### src/rlss_pkg.sv
// rlss_pkg: shared constants, request/response structs for the serial divider
// no dependencies
package rlss_pkg;

  localparam int unsigned DivW = 25;
  localparam logic [23:0] SPD_EPS = 24'd66;
  localparam logic [23:0] DT_MAX = 24'hFFFFFF;
  localparam logic signed [23:0] SPD_MIN = -24'sd8388608;
  localparam logic signed [23:0] SPD_MAX = 24'sd8388607;

  // register addresses (word index)
  localparam logic REG_ACCEL = 1'b0;
  localparam logic REG_TAU = 1'b1;

  typedef struct packed {
    logic start;
    logic [4:0] count;
    logic [DivW-1:0] rem;
    logic [DivW-1:0] lo;
    logic [DivW-1:0] divisor;
  } div_req_t;

  typedef struct packed {
    logic done;
    logic [DivW-1:0] quo;
  } div_rsp_t;

endpackage

### src/rlss_if.sv
// rlss_if: valid/ready channels for points and smoothed speeds
// depends on nothing
interface rlss_point_if;
  logic valid;
  logic ready;
  logic signed [31:0] point_x;
  logic signed [31:0] point_y;
  logic signed [23:0] ref_speed;
  logic is_start;
  logic signed [23:0] start_speed;
  modport source(output valid, point_x, point_y, ref_speed, is_start, start_speed,
                 input ready);
  modport sink(input valid, point_x, point_y, ref_speed, is_start, start_speed,
               output ready);
endinterface

interface rlss_result_if;
  logic valid;
  logic ready;
  logic signed [23:0] smoothed_speed;
  logic [23:0] travel_time;
  modport source(output valid, smoothed_speed, travel_time, input ready);
  modport sink(input valid, smoothed_speed, travel_time, output ready);
endinterface

### src/rlss_div.sv
// rlss_div: restoring divider, one quotient bit per cycle
// depends on rlss_pkg (div_req_t, div_rsp_t)
module rlss_div (
  input  logic clk,
  input  logic rst,
  input  rlss_pkg::div_req_t req,
  output rlss_pkg::div_rsp_t rsp
);

  logic [rlss_pkg::DivW-1:0] rem;
  logic [rlss_pkg::DivW-1:0] lo;
  logic [rlss_pkg::DivW-1:0] quo;
  logic [4:0] cnt;
  logic busy;
  logic done;
  logic [rlss_pkg::DivW:0] shifted;
  logic [rlss_pkg::DivW:0] diff;
  logic take;

  assign shifted = {rem, lo[rlss_pkg::DivW-1]};
  assign diff = shifted - {1'b0, req.divisor};
  assign take = !diff[rlss_pkg::DivW];

  always_ff @(posedge clk) begin
    if (rst) begin
      busy <= 1'b0;
      done <= 1'b0;
    end else begin
      done <= 1'b0;
      if (req.start) begin
        busy <= 1'b1;
      end else if (busy && cnt == 5'd1) begin
        busy <= 1'b0;
        done <= 1'b1;
      end
    end
  end

  always_ff @(posedge clk) begin
    if (req.start) begin
      rem <= req.rem;
      lo <= req.lo;
      cnt <= req.count;
      quo <= '0;
    end else if (busy) begin
      rem <= take ? diff[rlss_pkg::DivW-1:0] : shifted[rlss_pkg::DivW-1:0];
      lo <= {lo[rlss_pkg::DivW-2:0], 1'b0};
      quo <= {quo[rlss_pkg::DivW-2:0], take};
      cnt <= cnt - 5'd1;
    end
  end

  assign rsp.done = done;
  assign rsp.quo = quo;

endmodule

### src/rate_limited_speed_smoother_core.sv
// rate_limited_speed_smoother_core: speed smoother top level with sequencer
// depends on rlss_pkg, rlss_if (interfaces) and rlss_div
//
// Points enter on the point channel (valid/ready), one smoothed speed and
// travel time leave on the result channel for every point. accel_limit and
// time_constant are written through the APB port (byte addresses 0 and 4).
// A start point or a point before the first start goes straight to the output step.
// A smoothed point runs through a bit-serial sequence: squaring of dx and
// dy, square root (two radicand bits a step), dt division (skipped when dt
// saturates), a prep step, multiplying, the blend division and an output
// step. Both divisions run on the shared one-bit-per-cycle divider; the
// products come from serial multipliers.
// One point is in work at a time; ready is high while the sequencer is idle.
// The result sits in an output register, so a new point is taken while a
// stalled result waits; the sequencer only holds at its last step when the
// output register is still full.
// Reset (rst, synchronous) clears the running speed, the previous position
// and the started flag, and loads both registers with 1.0.
module rate_limited_speed_smoother_core (
  input  logic clk,
  input  logic rst,
  rlss_point_if.sink point,
  rlss_result_if.source result,
  input  logic psel,
  input  logic penable,
  input  logic pwrite,
  input  logic [2:0] paddr,
  input  logic [31:0] pwdata,
  output logic [31:0] prdata,
  output logic pready
);

  typedef enum logic [7:0] {
    S_IDLE   = 8'b0000_0001,
    S_SQUARE = 8'b0000_0010,
    S_SQRT   = 8'b0000_0100,
    S_DIVDT  = 8'b0000_1000,
    S_PREP   = 8'b0001_0000,
    S_PROD   = 8'b0010_0000,
    S_DIVQ   = 8'b0100_0000,
    S_OUT    = 8'b1000_0000
  } state_t;

  state_t state;
  logic [22:0] accel_limit;
  logic [23:0] time_constant;
  logic signed [31:0] prev_x;
  logic signed [31:0] prev_y;
  logic signed [23:0] running_speed;
  logic started;
  logic signed [23:0] ref_speed;

  logic [31:0] mx, my;
  logic [31:0] sqa, sqb;
  logic [63:0] acx, acy;
  logic [4:0] cnt;
  logic [63:0] sqn;
  logic ovf;
  logic [33:0] srem;
  logic [31:0] root;
  logic [23:0] dt;
  logic [24:0] den, mw, mdt, mdiff;
  logic dneg;
  logic [49:0] acc_p;
  logic [47:0] acc_l;
  logic div_go;
  logic signed [23:0] res_speed;
  logic [23:0] res_dt;
  logic out_valid;
  logic signed [23:0] out_speed;
  logic [23:0] out_dt;

  rlss_pkg::div_req_t div_req;
  rlss_pkg::div_rsp_t div_rsp;

  rlss_div u_div (
    .clk(clk),
    .rst(rst),
    .req(div_req),
    .rsp(div_rsp)
  );

  logic accept;
  logic signed [32:0] dx, dy;
  logic [31:0] ax, ay;
  logic [63:0] acx_next, acy_next;
  logic [64:0] sq_sum;
  logic [35:0] rem2;
  logic [35:0] trial;
  logic root_take;
  logic [31:0] root_next;
  logic [23:0] vmag, vdiv;
  logic [24:0] den_sum, den_next, w_next;
  logic signed [24:0] diff;
  logic [31:0] lim;
  logic [24:0] qmag;
  logic signed [25:0] delta, ns;
  logic signed [23:0] ns_sat;
  logic cfg_wr;

  assign accept = point.valid && point.ready;
  assign point.ready = (state == S_IDLE);

  assign dx = {point.point_x[31], point.point_x} - {prev_x[31], prev_x};
  assign dy = {point.point_y[31], point.point_y} - {prev_y[31], prev_y};
  assign ax = dx[32] ? 32'(-dx) : dx[31:0];
  assign ay = dy[32] ? 32'(-dy) : dy[31:0];

  // squaring keeps the magnitudes in sqa/sqb; the multiplier bits shift out of mx/my
  assign acx_next = (acx << 1) + (mx[31] ? {32'd0, sqa} : 64'd0);
  assign acy_next = (acy << 1) + (my[31] ? {32'd0, sqb} : 64'd0);
  assign sq_sum = {1'b0, acx_next} + {1'b0, acy_next};

  assign rem2 = {srem, sqn[63:62]};
  assign trial = {2'b00, root, 2'b01};
  assign root_take = (rem2 >= trial);
  assign root_next = {root[30:0], root_take};

  assign vmag = running_speed[23] ? 24'(-running_speed) : running_speed;
  assign vdiv = (vmag < rlss_pkg::SPD_EPS) ? rlss_pkg::SPD_EPS : vmag;

  assign den_sum = {1'b0, time_constant} + {1'b0, dt};
  assign den_next = (den_sum < {1'b0, rlss_pkg::SPD_EPS}) ? {1'b0, rlss_pkg::SPD_EPS}
                                                           : den_sum;
  assign w_next = den_next - {1'b0, time_constant};
  assign diff = {ref_speed[23], ref_speed} - {running_speed[23], running_speed};

  // clamp the blend step to the acceleration limit, then saturate
  assign lim = acc_l[47:16];
  assign qmag = ({7'd0, div_rsp.quo} > lim) ? lim[24:0] : div_rsp.quo;
  assign delta = dneg ? -$signed({1'b0, qmag}) : $signed({1'b0, qmag});
  assign ns = {{2{running_speed[23]}}, running_speed} + delta;
  assign ns_sat = (ns > 26'sd8388607) ? rlss_pkg::SPD_MAX :
                  (ns < -26'sd8388608) ? rlss_pkg::SPD_MIN : ns[23:0];

  always_comb begin
    div_req = '0;
    div_req.start = div_go;
    if (state == S_DIVDT) begin
      div_req.count = 5'd24;
      div_req.rem = {1'b0, root[31:8]};
      div_req.lo = {root[7:0], 17'd0};
      div_req.divisor = {1'b0, vdiv};
    end else begin
      div_req.count = 5'd25;
      div_req.rem = acc_p[49:25];
      div_req.lo = acc_p[24:0];
      div_req.divisor = den;
    end
  end

  always_ff @(posedge clk) begin
    if (rst) begin
      state <= S_IDLE;
      prev_x <= '0;
      prev_y <= '0;
      running_speed <= '0;
      started <= 1'b0;
      div_go <= 1'b0;
    end else begin
      div_go <= 1'b0;
      case (state)
        S_IDLE: begin
          if (accept) begin
            prev_x <= point.point_x;
            prev_y <= point.point_y;
            if (point.is_start) begin
              running_speed <= point.start_speed;
              started <= 1'b1;
              state <= S_OUT;
            end else if (!started) begin
              state <= S_OUT;
            end else begin
              state <= S_SQUARE;
            end
          end
        end
        S_SQUARE: begin
          if (cnt == 5'd0) state <= S_SQRT;
        end
        S_SQRT: begin
          if (cnt == 5'd0) begin
            // dt saturates when the sum overflowed or ds >= 256 * v
            if (ovf || root_next[31:8] >= vdiv) begin
              state <= S_PREP;
            end else begin
              state <= S_DIVDT;
              div_go <= 1'b1;
            end
          end
        end
        S_DIVDT: begin
          if (div_rsp.done) state <= S_PREP;
        end
        S_PREP: state <= S_PROD;
        S_PROD: begin
          if (cnt == 5'd0) begin
            state <= S_DIVQ;
            div_go <= 1'b1;
          end
        end
        S_DIVQ: begin
          if (div_rsp.done) begin
            running_speed <= ns_sat;
            state <= S_OUT;
          end
        end
        S_OUT: begin
          if (!out_valid || result.ready) state <= S_IDLE;
        end
        default: state <= S_IDLE;
      endcase
    end
  end

  // datapath registers
  always_ff @(posedge clk) begin
    case (state)
      S_IDLE: begin
        if (accept) begin
          ref_speed <= point.ref_speed;
          mx <= ax;
          my <= ay;
          sqa <= ax;
          sqb <= ay;
          acx <= '0;
          acy <= '0;
          cnt <= 5'd31;
          res_dt <= '0;
          res_speed <= point.is_start ? point.start_speed : point.ref_speed;
        end
      end
      S_SQUARE: begin
        acx <= acx_next;
        acy <= acy_next;
        mx <= {mx[30:0], 1'b0};
        my <= {my[30:0], 1'b0};
        if (cnt == 5'd0) begin
          sqn <= sq_sum[63:0];
          ovf <= sq_sum[64];
          srem <= '0;
          root <= '0;
          cnt <= 5'd31;
        end else begin
          cnt <= cnt - 5'd1;
        end
      end
      S_SQRT: begin
        sqn <= {sqn[61:0], 2'b00};
        srem <= root_take ? 34'(rem2 - trial) : rem2[33:0];
        root <= root_next;
        cnt <= cnt - 5'd1;
        if (cnt == 5'd0 || ovf) dt <= rlss_pkg::DT_MAX;
      end
      S_DIVDT: begin
        if (div_rsp.done) dt <= div_rsp.quo[23:0];
      end
      S_PREP: begin
        den <= den_next;
        mw <= w_next;
        mdt <= {1'b0, dt};
        dneg <= diff[24];
        mdiff <= diff[24] ? 25'(-diff) : diff;
        acc_p <= '0;
        acc_l <= '0;
        cnt <= 5'd24;
        res_dt <= dt;
      end
      S_PROD: begin
        acc_p <= (acc_p << 1) + (mw[24] ? {25'd0, mdiff} : 50'd0);
        acc_l <= (acc_l << 1) + (mdt[24] ? {25'd0, accel_limit} : 48'd0);
        mw <= {mw[23:0], 1'b0};
        mdt <= {mdt[23:0], 1'b0};
        cnt <= cnt - 5'd1;
      end
      S_DIVQ: begin
        if (div_rsp.done) res_speed <= ns_sat;
      end
      S_OUT: ;
      default: ;
    endcase
  end

  // output register
  always_ff @(posedge clk) begin
    if (rst) begin
      out_valid <= 1'b0;
    end else if (state == S_OUT && (!out_valid || result.ready)) begin
      out_valid <= 1'b1;
    end else if (result.ready) begin
      out_valid <= 1'b0;
    end
  end

  always_ff @(posedge clk) begin
    if (state == S_OUT && (!out_valid || result.ready)) begin
      out_speed <= res_speed;
      out_dt <= res_dt;
    end
  end

  assign result.valid = out_valid;
  assign result.smoothed_speed = out_speed;
  assign result.travel_time = out_dt;

  // configuration port
  assign pready = 1'b1;
  assign cfg_wr = psel && penable && pwrite;

  always_ff @(posedge clk) begin
    if (rst) begin
      accel_limit <= 23'd65536;
      time_constant <= 24'd65536;
    end else if (cfg_wr) begin
      if (paddr[2] == rlss_pkg::REG_ACCEL) accel_limit <= pwdata[22:0];
      else time_constant <= pwdata[23:0];
    end
  end

  always_comb begin
    if (paddr[2] == rlss_pkg::REG_TAU) prdata = {8'd0, time_constant};
    else prdata = {9'd0, accel_limit};
  end

  a_ready_drops: assert property (@(posedge clk) disable iff (rst)
    accept |=> !point.ready)
    else $error("point taken while a point is in work");

  a_div_done_state: assert property (@(posedge clk) disable iff (rst)
    div_rsp.done |-> (state == S_DIVDT || state == S_DIVQ))
    else $error("divider finished outside a division step");

  a_load_from_out: assert property (@(posedge clk) disable iff (rst)
    $rose(result.valid) |-> $past(state == S_OUT))
    else $error("result loaded outside the output step");

endmodule
### src/flat_wrapper.sv
// flat-port wrapper written by rule: the top's interface ports become plain ports
module rate_limited_speed_smoother_core_flat 
  (clk, rst, psel, penable, pwrite, paddr, pwdata, prdata, pready, point_valid, point_point_x, point_point_y, point_ref_speed, point_is_start, point_start_speed, point_ready, result_valid, result_smoothed_speed, result_travel_time, result_ready);
  rlss_point_if point_i ();
  rlss_result_if result_i ();
  input  logic clk;
  input  logic rst;
  input  logic psel;
  input  logic penable;
  input  logic pwrite;
  input  logic [2:0] paddr;
  input  logic [31:0] pwdata;
  output logic [31:0] prdata;
  output logic pready;
  input wire logic [$bits(point_i.valid)-1:0] point_valid;
  input wire logic [$bits(point_i.point_x)-1:0] point_point_x;
  input wire logic [$bits(point_i.point_y)-1:0] point_point_y;
  input wire logic [$bits(point_i.ref_speed)-1:0] point_ref_speed;
  input wire logic [$bits(point_i.is_start)-1:0] point_is_start;
  input wire logic [$bits(point_i.start_speed)-1:0] point_start_speed;
  output wire logic [$bits(point_i.ready)-1:0] point_ready;
  output wire logic [$bits(result_i.valid)-1:0] result_valid;
  output wire logic [$bits(result_i.smoothed_speed)-1:0] result_smoothed_speed;
  output wire logic [$bits(result_i.travel_time)-1:0] result_travel_time;
  input wire logic [$bits(result_i.ready)-1:0] result_ready;
  assign point_i.valid = point_valid;
  assign point_i.point_x = point_point_x;
  assign point_i.point_y = point_point_y;
  assign point_i.ref_speed = point_ref_speed;
  assign point_i.is_start = point_is_start;
  assign point_i.start_speed = point_start_speed;
  assign point_ready = point_i.ready;
  assign result_valid = result_i.valid;
  assign result_smoothed_speed = result_i.smoothed_speed;
  assign result_travel_time = result_i.travel_time;
  assign result_i.ready = result_ready;
  rate_limited_speed_smoother_core u_core (.clk(clk), .rst(rst), .point(point_i), .result(result_i), .psel(psel), .penable(penable), .pwrite(pwrite), .paddr(paddr), .pwdata(pwdata), .prdata(prdata), .pready(pready));
endmodule
### config.mk
export PLATFORM = sky130hd
export DESIGN_NAME = rate_limited_speed_smoother_core_flat
export DESIGN_NICKNAME = d
export VERILOG_FILES = /design/src/rlss_pkg.sv /design/src/rlss_if.sv /design/src/rlss_div.sv /design/src/rate_limited_speed_smoother_core.sv /design/src/flat_wrapper.sv
export SDC_FILE = /design/constraint.sdc
export NUM_CORES = 2
export LEC_CHECK = 0
export BUFFER_PORTS_ARGS = -buffer_cell sky130_fd_sc_hd__buf_2
export CAP_MARGIN = 5
export CORE_MARGIN = 2
export CORE_UTILIZATION = 55
export CTS_CLUSTER_SIZE = 12
export DETAILED_ROUTE_END_ITERATION = 8
export HOLD_SLACK_MARGIN = 0.03
export PLACE_DENSITY = 0.72
export SLEW_MARGIN = 5
export SYNTH_ARGS = -nofsm -noshare
export SYNTH_HDL_FRONTEND = slang
export SYNTH_SLANG_ARGS = --single-unit
### constraint.sdc
create_clock -name clk -period 18.1 [get_ports clk]
set_input_delay 2.715 -clock clk [delete_from_list [all_inputs] [get_ports clk]]
set_output_delay 2.715 -clock clk [all_outputs]
set_load 0.005 [all_outputs]
### After elaboration in Yosys (flattened, before gate mapping)

Cells that the tools add are included.

| storage, ports and cells | value |
|---|---|
| register bits after elaboration | 961 |
| logic and storage cells | 198 |
| input bits | 155 |

| cells by class | value |
|---|---|
| magnitude comparators | 7 |
| bitwise logic cells | 1 |
| reduce and logical (&&, ||, !) cells | 36 |
| add/subtract/negate cells | 20 |
| mux-type cells | 76 |
| equal/unequal tests | 18 |

Operators by type and width:

| kind | number |
|---|---|
| 24-bit 2-to-1 mux | 14 |
| 63-bit case mux with 2 select lines | 2 |
| 32-bit 2-to-1 mux | 7 |
| 25-bit 2-to-1 mux | 8 |
| 24-bit case mux with 2 select lines | 4 |
| 32-bit case mux with 2 select lines | 3 |
| 64-bit by 32-bit adder with 64-bit output | 2 |
| 64-bit case mux with 2 select lines | 1 |
| 25-bit case mux with 2 select lines | 2 |
| 50-bit case mux with 2 select lines | 1 |
| 48-bit case mux with 2 select lines | 1 |
| 76-bit 2-to-1 mux | 1 |
| 8-bit 2-to-1 mux | 9 |
| 34-bit 2-to-1 mux | 2 |
| 34-bit case mux with 2 select lines | 1 |
| 32-bit by 32-bit subtractor with 33-bit output | 2 |
| 64-bit by 64-bit adder with 65-bit output | 1 |
| 64-bit 2-to-1 mux | 1 |
| 32-bit negator | 2 |
| 8-bit case mux with 8 select lines | 1 |
| 63-bit 2-to-1 mux | 1 |
| 50-bit adder | 1 |
| 48-bit adder | 1 |
| 36-bit by 34-bit >= comparator with 1-bit output | 1 |
| 45 further kinds | 89 |

### Logic depth before layout (Yosys ltp)

| depth | value |
|---|---|
| word-level depth | 10 |
| mapped depth | 33 |
| depth with buffers taken out | 32 |

### Modules after synthesis

Synthesis repeated with hierarchy kept, for this count alone.

| second synthesis, totals | value |
|---|---|
| cells, all modules | 6,727 |
| area, all modules | 64,000.1 um^2 |

Modules (own cells, without submodules):

| module | seq. area each (um^2) | instances | cells an instance | area each (um^2) |
|---|---|---|---|---|
| rate_limited_speed_smoother_core | 24,933.9 | 1 | 6,210 | 59,030.4 |
| rlss_div | 2,192.1 | 1 | 517 | 4,969.8 |

### Worst setup path before layout

OpenSTA, ideal clock, no wires.

| path | value |
|---|---|
| path kind | input-to-reg |
| from | input port point_valid |
| to | register u_core.acx[0] (enable) |
| data required time | 16,584 ps |
| library setup time | 1,516 ps |
| arrival | 6,509 ps |
| stages on the path | 4 |
| setup slack | 10,075 ps |
| cells stage by stage | nand2_1 -> clkbuf_1 -> clkbuf_1 -> nand2_1 |

| on the way | value |
|---|---|
| word-level cells in the longest chain between the ends | 3 |

Ends and longest elaborated chain:

| item | line | text |
|---|---|---|
| start: declaration | flat_wrapper.sv:15 | `input wire logic [$bits(point_i.valid)-1:0] point_valid;` |
| 1-bit logical AND | rate_limited_speed_smoother_core.sv:101 | `assign accept = point.valid && point.ready;` |
| 2-bit inequality test (no source line) | -- |  |
| 2-bit AND reduction (no source line) | -- |  |
| end signal: assignment | rate_limited_speed_smoother_core.sv:234 | `acx <= acx_next;` |
| end: declaration | rate_limited_speed_smoother_core.sv:55 | `logic [63:0] acx, acy;` |

No other way between the ends.
A chain may end at the register's enable or synchronous reset.

### Final worst setup path

| path | value |
|---|---|
| from | register u_core.running_speed[2] |
| to | register u_core.u_div.rem[24] (netlist name) (data pin) |

| on the way | value |
|---|---|
| word-level cells in the longest chain between the ends | 9 |

Ends and longest elaborated chain:

| item | line | text |
|---|---|---|
| start: declaration | rate_limited_speed_smoother_core.sv:49 | `logic signed [23:0] running_speed;` |
| start signal: assignment | rate_limited_speed_smoother_core.sv:168 | `running_speed <= point.start_speed;` |
| start signal: assignment | rate_limited_speed_smoother_core.sv:204 | `running_speed <= ns_sat;` |
| 24-bit negator | rate_limited_speed_smoother_core.sv:119 | `assign vmag = running_speed[23] ? 24'(-running_speed) : running_speed;` |
| 24-bit 2-to-1 mux (*) | rate_limited_speed_smoother_core.sv:119 |  |
| 24-bit by 7-bit less-than comparator with 1-bit output | rate_limited_speed_smoother_core.sv:120 | `assign vdiv = (vmag < rlss_pkg::SPD_EPS) ? rlss_pkg::SPD_EPS : vmag;` |
| 24-bit 2-to-1 mux (*) | rate_limited_speed_smoother_core.sv:120 |  |
| 76-bit 2-to-1 mux (*) | rate_limited_speed_smoother_core.sv:139 | `if (state == S_DIVDT) begin` |
| 26-bit by 25-bit subtractor with 26-bit output (*) | rlss_div.sv:21 | `assign diff = shifted - {1'b0, req.divisor};` |
| 25-bit 2-to-1 mux (*) | rlss_div.sv:46 | `rem <= take ? diff[rlss_pkg::DivW-1:0] : shifted[rlss_pkg::DivW-1:0];` |
| 25-bit 2-to-1 mux (*) | rlss_div.sv:45 | `end else if (busy) begin` |
| 25-bit 2-to-1 mux (*) | rlss_div.sv:40 | `if (req.start) begin` |
| end signal: assignment | rlss_div.sv:41 | `rem <= req.rem;` |
| end signal: assignment | rlss_div.sv:46 |  |
| end: declaration | rlss_div.sv:10 | `logic [rlss_pkg::DivW-1:0] rem;` |

Mark *: on every way between the ends. The rest lies on a longest branch, timed or not. The select of a mux whose other input is x is not followed.

==> summary.txt <==
Status
  – Status: finished, final reports clean

Global route
  – First-pass GRT wire length: 250,000 um
  – Vias in the first global route: 46,900
  – Antenna violations before repair: 7
  – Pin count of the biggest net entering global routing: 109
  – Gr ovfl total: 0
  – GRT Util Overall: 26.3%

Floorplanning
  – Initial Utilization: 55.4%
  – Die Ht: 343 um
  – Top Ports: 238
  – Row cnt: 124
  – DIE AREA: 118,000 um^2
  – Die W: 343 um
  – Core area: 114,000 um^2

Timing
  – Slew Viols, Final: 0
  – Slew headroom: 19.7%
  – Final Hold Fails: 0
  – Worst Skew: 0.0336 ns
  – Setup TNS after final layout: 0 ns
  – Min Tclk post-route: 8.42 ns
  – Peak Freq: 119 MHz
  – Slew of the pin with the lowest slew margin: 1.20 ns
  – RSZ-0062 raised after global routing: false
  – Period utilization: 46.5%
  – Final setup viols: 0

Logic synthesis
  – Async SR Flop Fraction: 0%
  – EDFF count, synth: 788
  – Mapped Area: 63,200 um^2
  – Main synth FF type: edfxtp_1
  – Post-synthesis sequential element count: 961
  – Synthesized netlist cell count: 6,778
  – Largest area contributor in the netlist: edfxtp_1
  – Yosys warning total: 0
  – Share of the synthesized area in the top cell type: 37.4%
  – Seq/Total Area, Yosys: 42.9%
  – Synth area leaders: edfxtp_1 37%, ha_1 8.9%, dfxtp_1 5.5%, xnor2_1 4.8%, a21oi_1 4.6%
  – Yosys cell types: 90
  – Mean post-synth cell area: 9.33 um^2

CTS
  – Clock Latency Late Sink: 0.71 ns
  – Setup Buffers After CTS: 0
  – CTS root buffer: clkbuf_16
  – Reg clk slew, reported paths: 0.06 ns
  – # hold bufs at CTS: 0
  – CTS tree: done
  – H-tree depth: 3
  – CTS Buf Count: 105
  – Longest Clk Path Bufs: 3
  – Post-CTS Resized: 0
  – Clock Sinks: 961

Drt
  – Post-route antenna net violation count: 0
  – Drt pass-1 iters: 8
  – # DRC: 0
  – Initial DRC Count: 4,321
  – Avg WL per Cell: 18.6 um
  – Final wirelength: 158,000 um
  – Vias per cell: 5.87
  – DR vias: 50,000

Setup path
  – Flop-to-flop setup slack: 9.68 ns
  – Kind of critical path: reg -> reg
  – Max incr delay on CP: 0.59 ns
  – Crit-path most repeated cell: a21o_1
  – CP max FO: 10
  – Cell count of the worst reg-to-reg path: 29
  – CP Capture Type: register
  – Startpoint types: register
  – WP data arrival: 8.83 ns
  – CP max-delay cell: a2111oi_0
  – R2R Path Start: u_core.running_speed[2]$_SDFFE_PP0P_
  – RR Endpoint: u_core.u_div.rem[24]$_DFFE_PP_
  – WP data required: 18.51 ns

Power
  – Gate power share: 32.3%
  – Switch Pwr: 2420 uW
  – Total power: 7300 uW
  – Pint: 4880 uW
  – Flop pwr share: 37.9%
  – Clock share of power: 29.7%
  – Lkg Pwr: 0.0278 uW
  – PwrDens: 106 nW/um^2
  – Max VDD drop: 0.0881 mV
  – Switching share of power: 33.2%

Flow run
  – Max Cap Viol: 0

Min path
  – Worst hold stages: 0
  – HP Start: u_core.res_speed[4]$_DFFE_PP_
  – Min-Delay Endpoint: u_core.result.smoothed_speed[4]$_DFFE_PP_
  – Hold Crit Class: reg -> reg

Finish
  – Fillers: 9,872
  – Synth-to-Final Area Change: 9.45%
  – Layout cells sized above 1: 7.78%
  – Layout Nets: 7,521

Place
  – DP HPWL: 117,000 um
  – # port buffers: 218
  – Final Wtd Congestion: 0.951
sequential cells by signal, summed over array words and instances, names as in the netlist, 32 cells and up:
signal         flops
u_core.acc_l      48
u_core.acc_p      50
u_core.acx        63
u_core.acy        63
u_core.mx         32
u_core.my         32
u_core.prev_x     32
u_core.prev_y     32
u_core.root       32
u_core.sqa        32
u_core.sqb        32
u_core.sqn        64
u_core.srem       34
how the worst max path moves through the flow:
stage	from	end	slack (ns)	cells after the start
after floorplan	point_valid	u_core.acx[0]$_SDFFCE_PN0P_	10.08	4
after global placement	u_core.my[31]$_DFFE_PP_	u_core.sqn[62]$_DFFE_PP_	10.02	29
after detailed placement	u_core.my[31]$_DFFE_PP_	u_core.sqn[62]$_DFFE_PP_	9.95	29
after CTS	u_core.my[31]$_DFFE_PP_	u_core.sqn[62]$_DFFE_PP_	9.82	29
after global routing	u_core.my[31]$_DFFE_PP_	u_core.sqn[62]$_DFFE_PP_	9.00	29
final	u_core.running_speed[2]$_SDFFE_PP0P_	u_core.u_div.rem[24]$_DFFE_PP_	9.68	29
routing by layer:
| metal | track usage, % | part of all wire, % | wire length (um) |
|---|---|---|---|
| met5 | 0 | 0.047 | 74 |
| met4 | 6.83 | 2.5 | 4020 |
| met3 | 4.76 | 7.2 | 11300 |
| met2 | 41.1 | 44 | 70100 |
| met1 | 37.6 | 46 | 72400 |
worst max-delay path, delay by kind of cell (launching register included):
kind	cells	cell delay [ns]
AO/OA/AOI/OAI	13	3.48
XOR/XNOR	2	0.70
adder cells (fa/ha/maj)	1	0.28
buffers and inverters	2	0.30
flip-flops	1	0.42
multiplexers	1	0.13
AND/OR/NAND/NOR	10	2.80
synth_stat cells, types with 146 or more instances:
cell type  instances
o21ai_0          306
and2_1           288
nand3_1          146
dfxtp_1          173
edfxtp_1         788
nand2_1          712
a21o_1           202
xor2_1           196
nor2_1           735
a21oi_1          575
ha_1             449
xnor2_1          350
clkbuf_1         219
inv_1            343
cell type report:
cell class,instances,area [um^2],area share (%)
clock buffer,147,2910,4.20
antenna,3,7.51,0.0109
clock inverter,48,561,0.810
sequential,961,27100,39.2
timing repair buffer,268,1470,2.12
tap,1512,1890,2.73
inverter,344,1300,1.87
multi-input combinational,5225,33900,49.0
logic make-up after synthesis:
family / synth area share (%)
other: 0.0119
muxes: 2.47
and+or+nand+nor: 18.4
xor gates and xnor gates: 7.57
AOI/OAI and AO/OA: 15.7
adders and majority gates: 9.27
DFF: 42.9
buffers and inverters: 3.62
layout by cell type (no fill, tap or decap), drive strengths merged, types with 30 or more instances in the layout:
cell and instances:
nand2b 92, and2 290, a311oi 30, or3 37
a21oi 577, clkinv 31, ha 449, mux2 39
dfxtp 173, o31ai 40, o21bai 52, mux2i 112
o211ai 33, nand2 712, buf 268, edfxtp 788
or2 32, and3 75, a31oi 54, nor3 123
nand3 147, a211oi 46, nor2b 64, o21a 63
nand4 53, inv 349, xnor2 350, xor2 196
a21o 203, clkbuf 147, nor2 735, o21ai 316
power groups by stage:
| stage | logic, uW | clock network (uW) | registers [uW] |
|---|---|---|---|
| final | 2360 | 2170 | 2770 |
| after global routing | 2620 | 2290 | 2790 |
| after CTS | 2340 | 2210 | 2770 |
| after detailed placement | 2320 | 0 | 2810 |
| after global placement | 2270 | 0 | 2810 |
| after floorplan | 1780 | 0 | 2800 |
metrics by stage:
stage          hold slack, ns  area (um^2)  utilization, %  setup slack (ns)  cells
2_1_floorplan           0.400        63200               -             10.08   6785
3_3_place_gp            0.401        65700            57.5             10.02   8310
3_5_place_dp            0.405        65700            57.5              9.95   8310
4_1_cts                 0.416        69200            60.6              9.82   8505
5_1_grt                 0.424        69200            60.6              9.00   8505
6_report                0.410        69200            60.6              9.68   8508
Note: power is estimated with default switching activity, not from simulation.
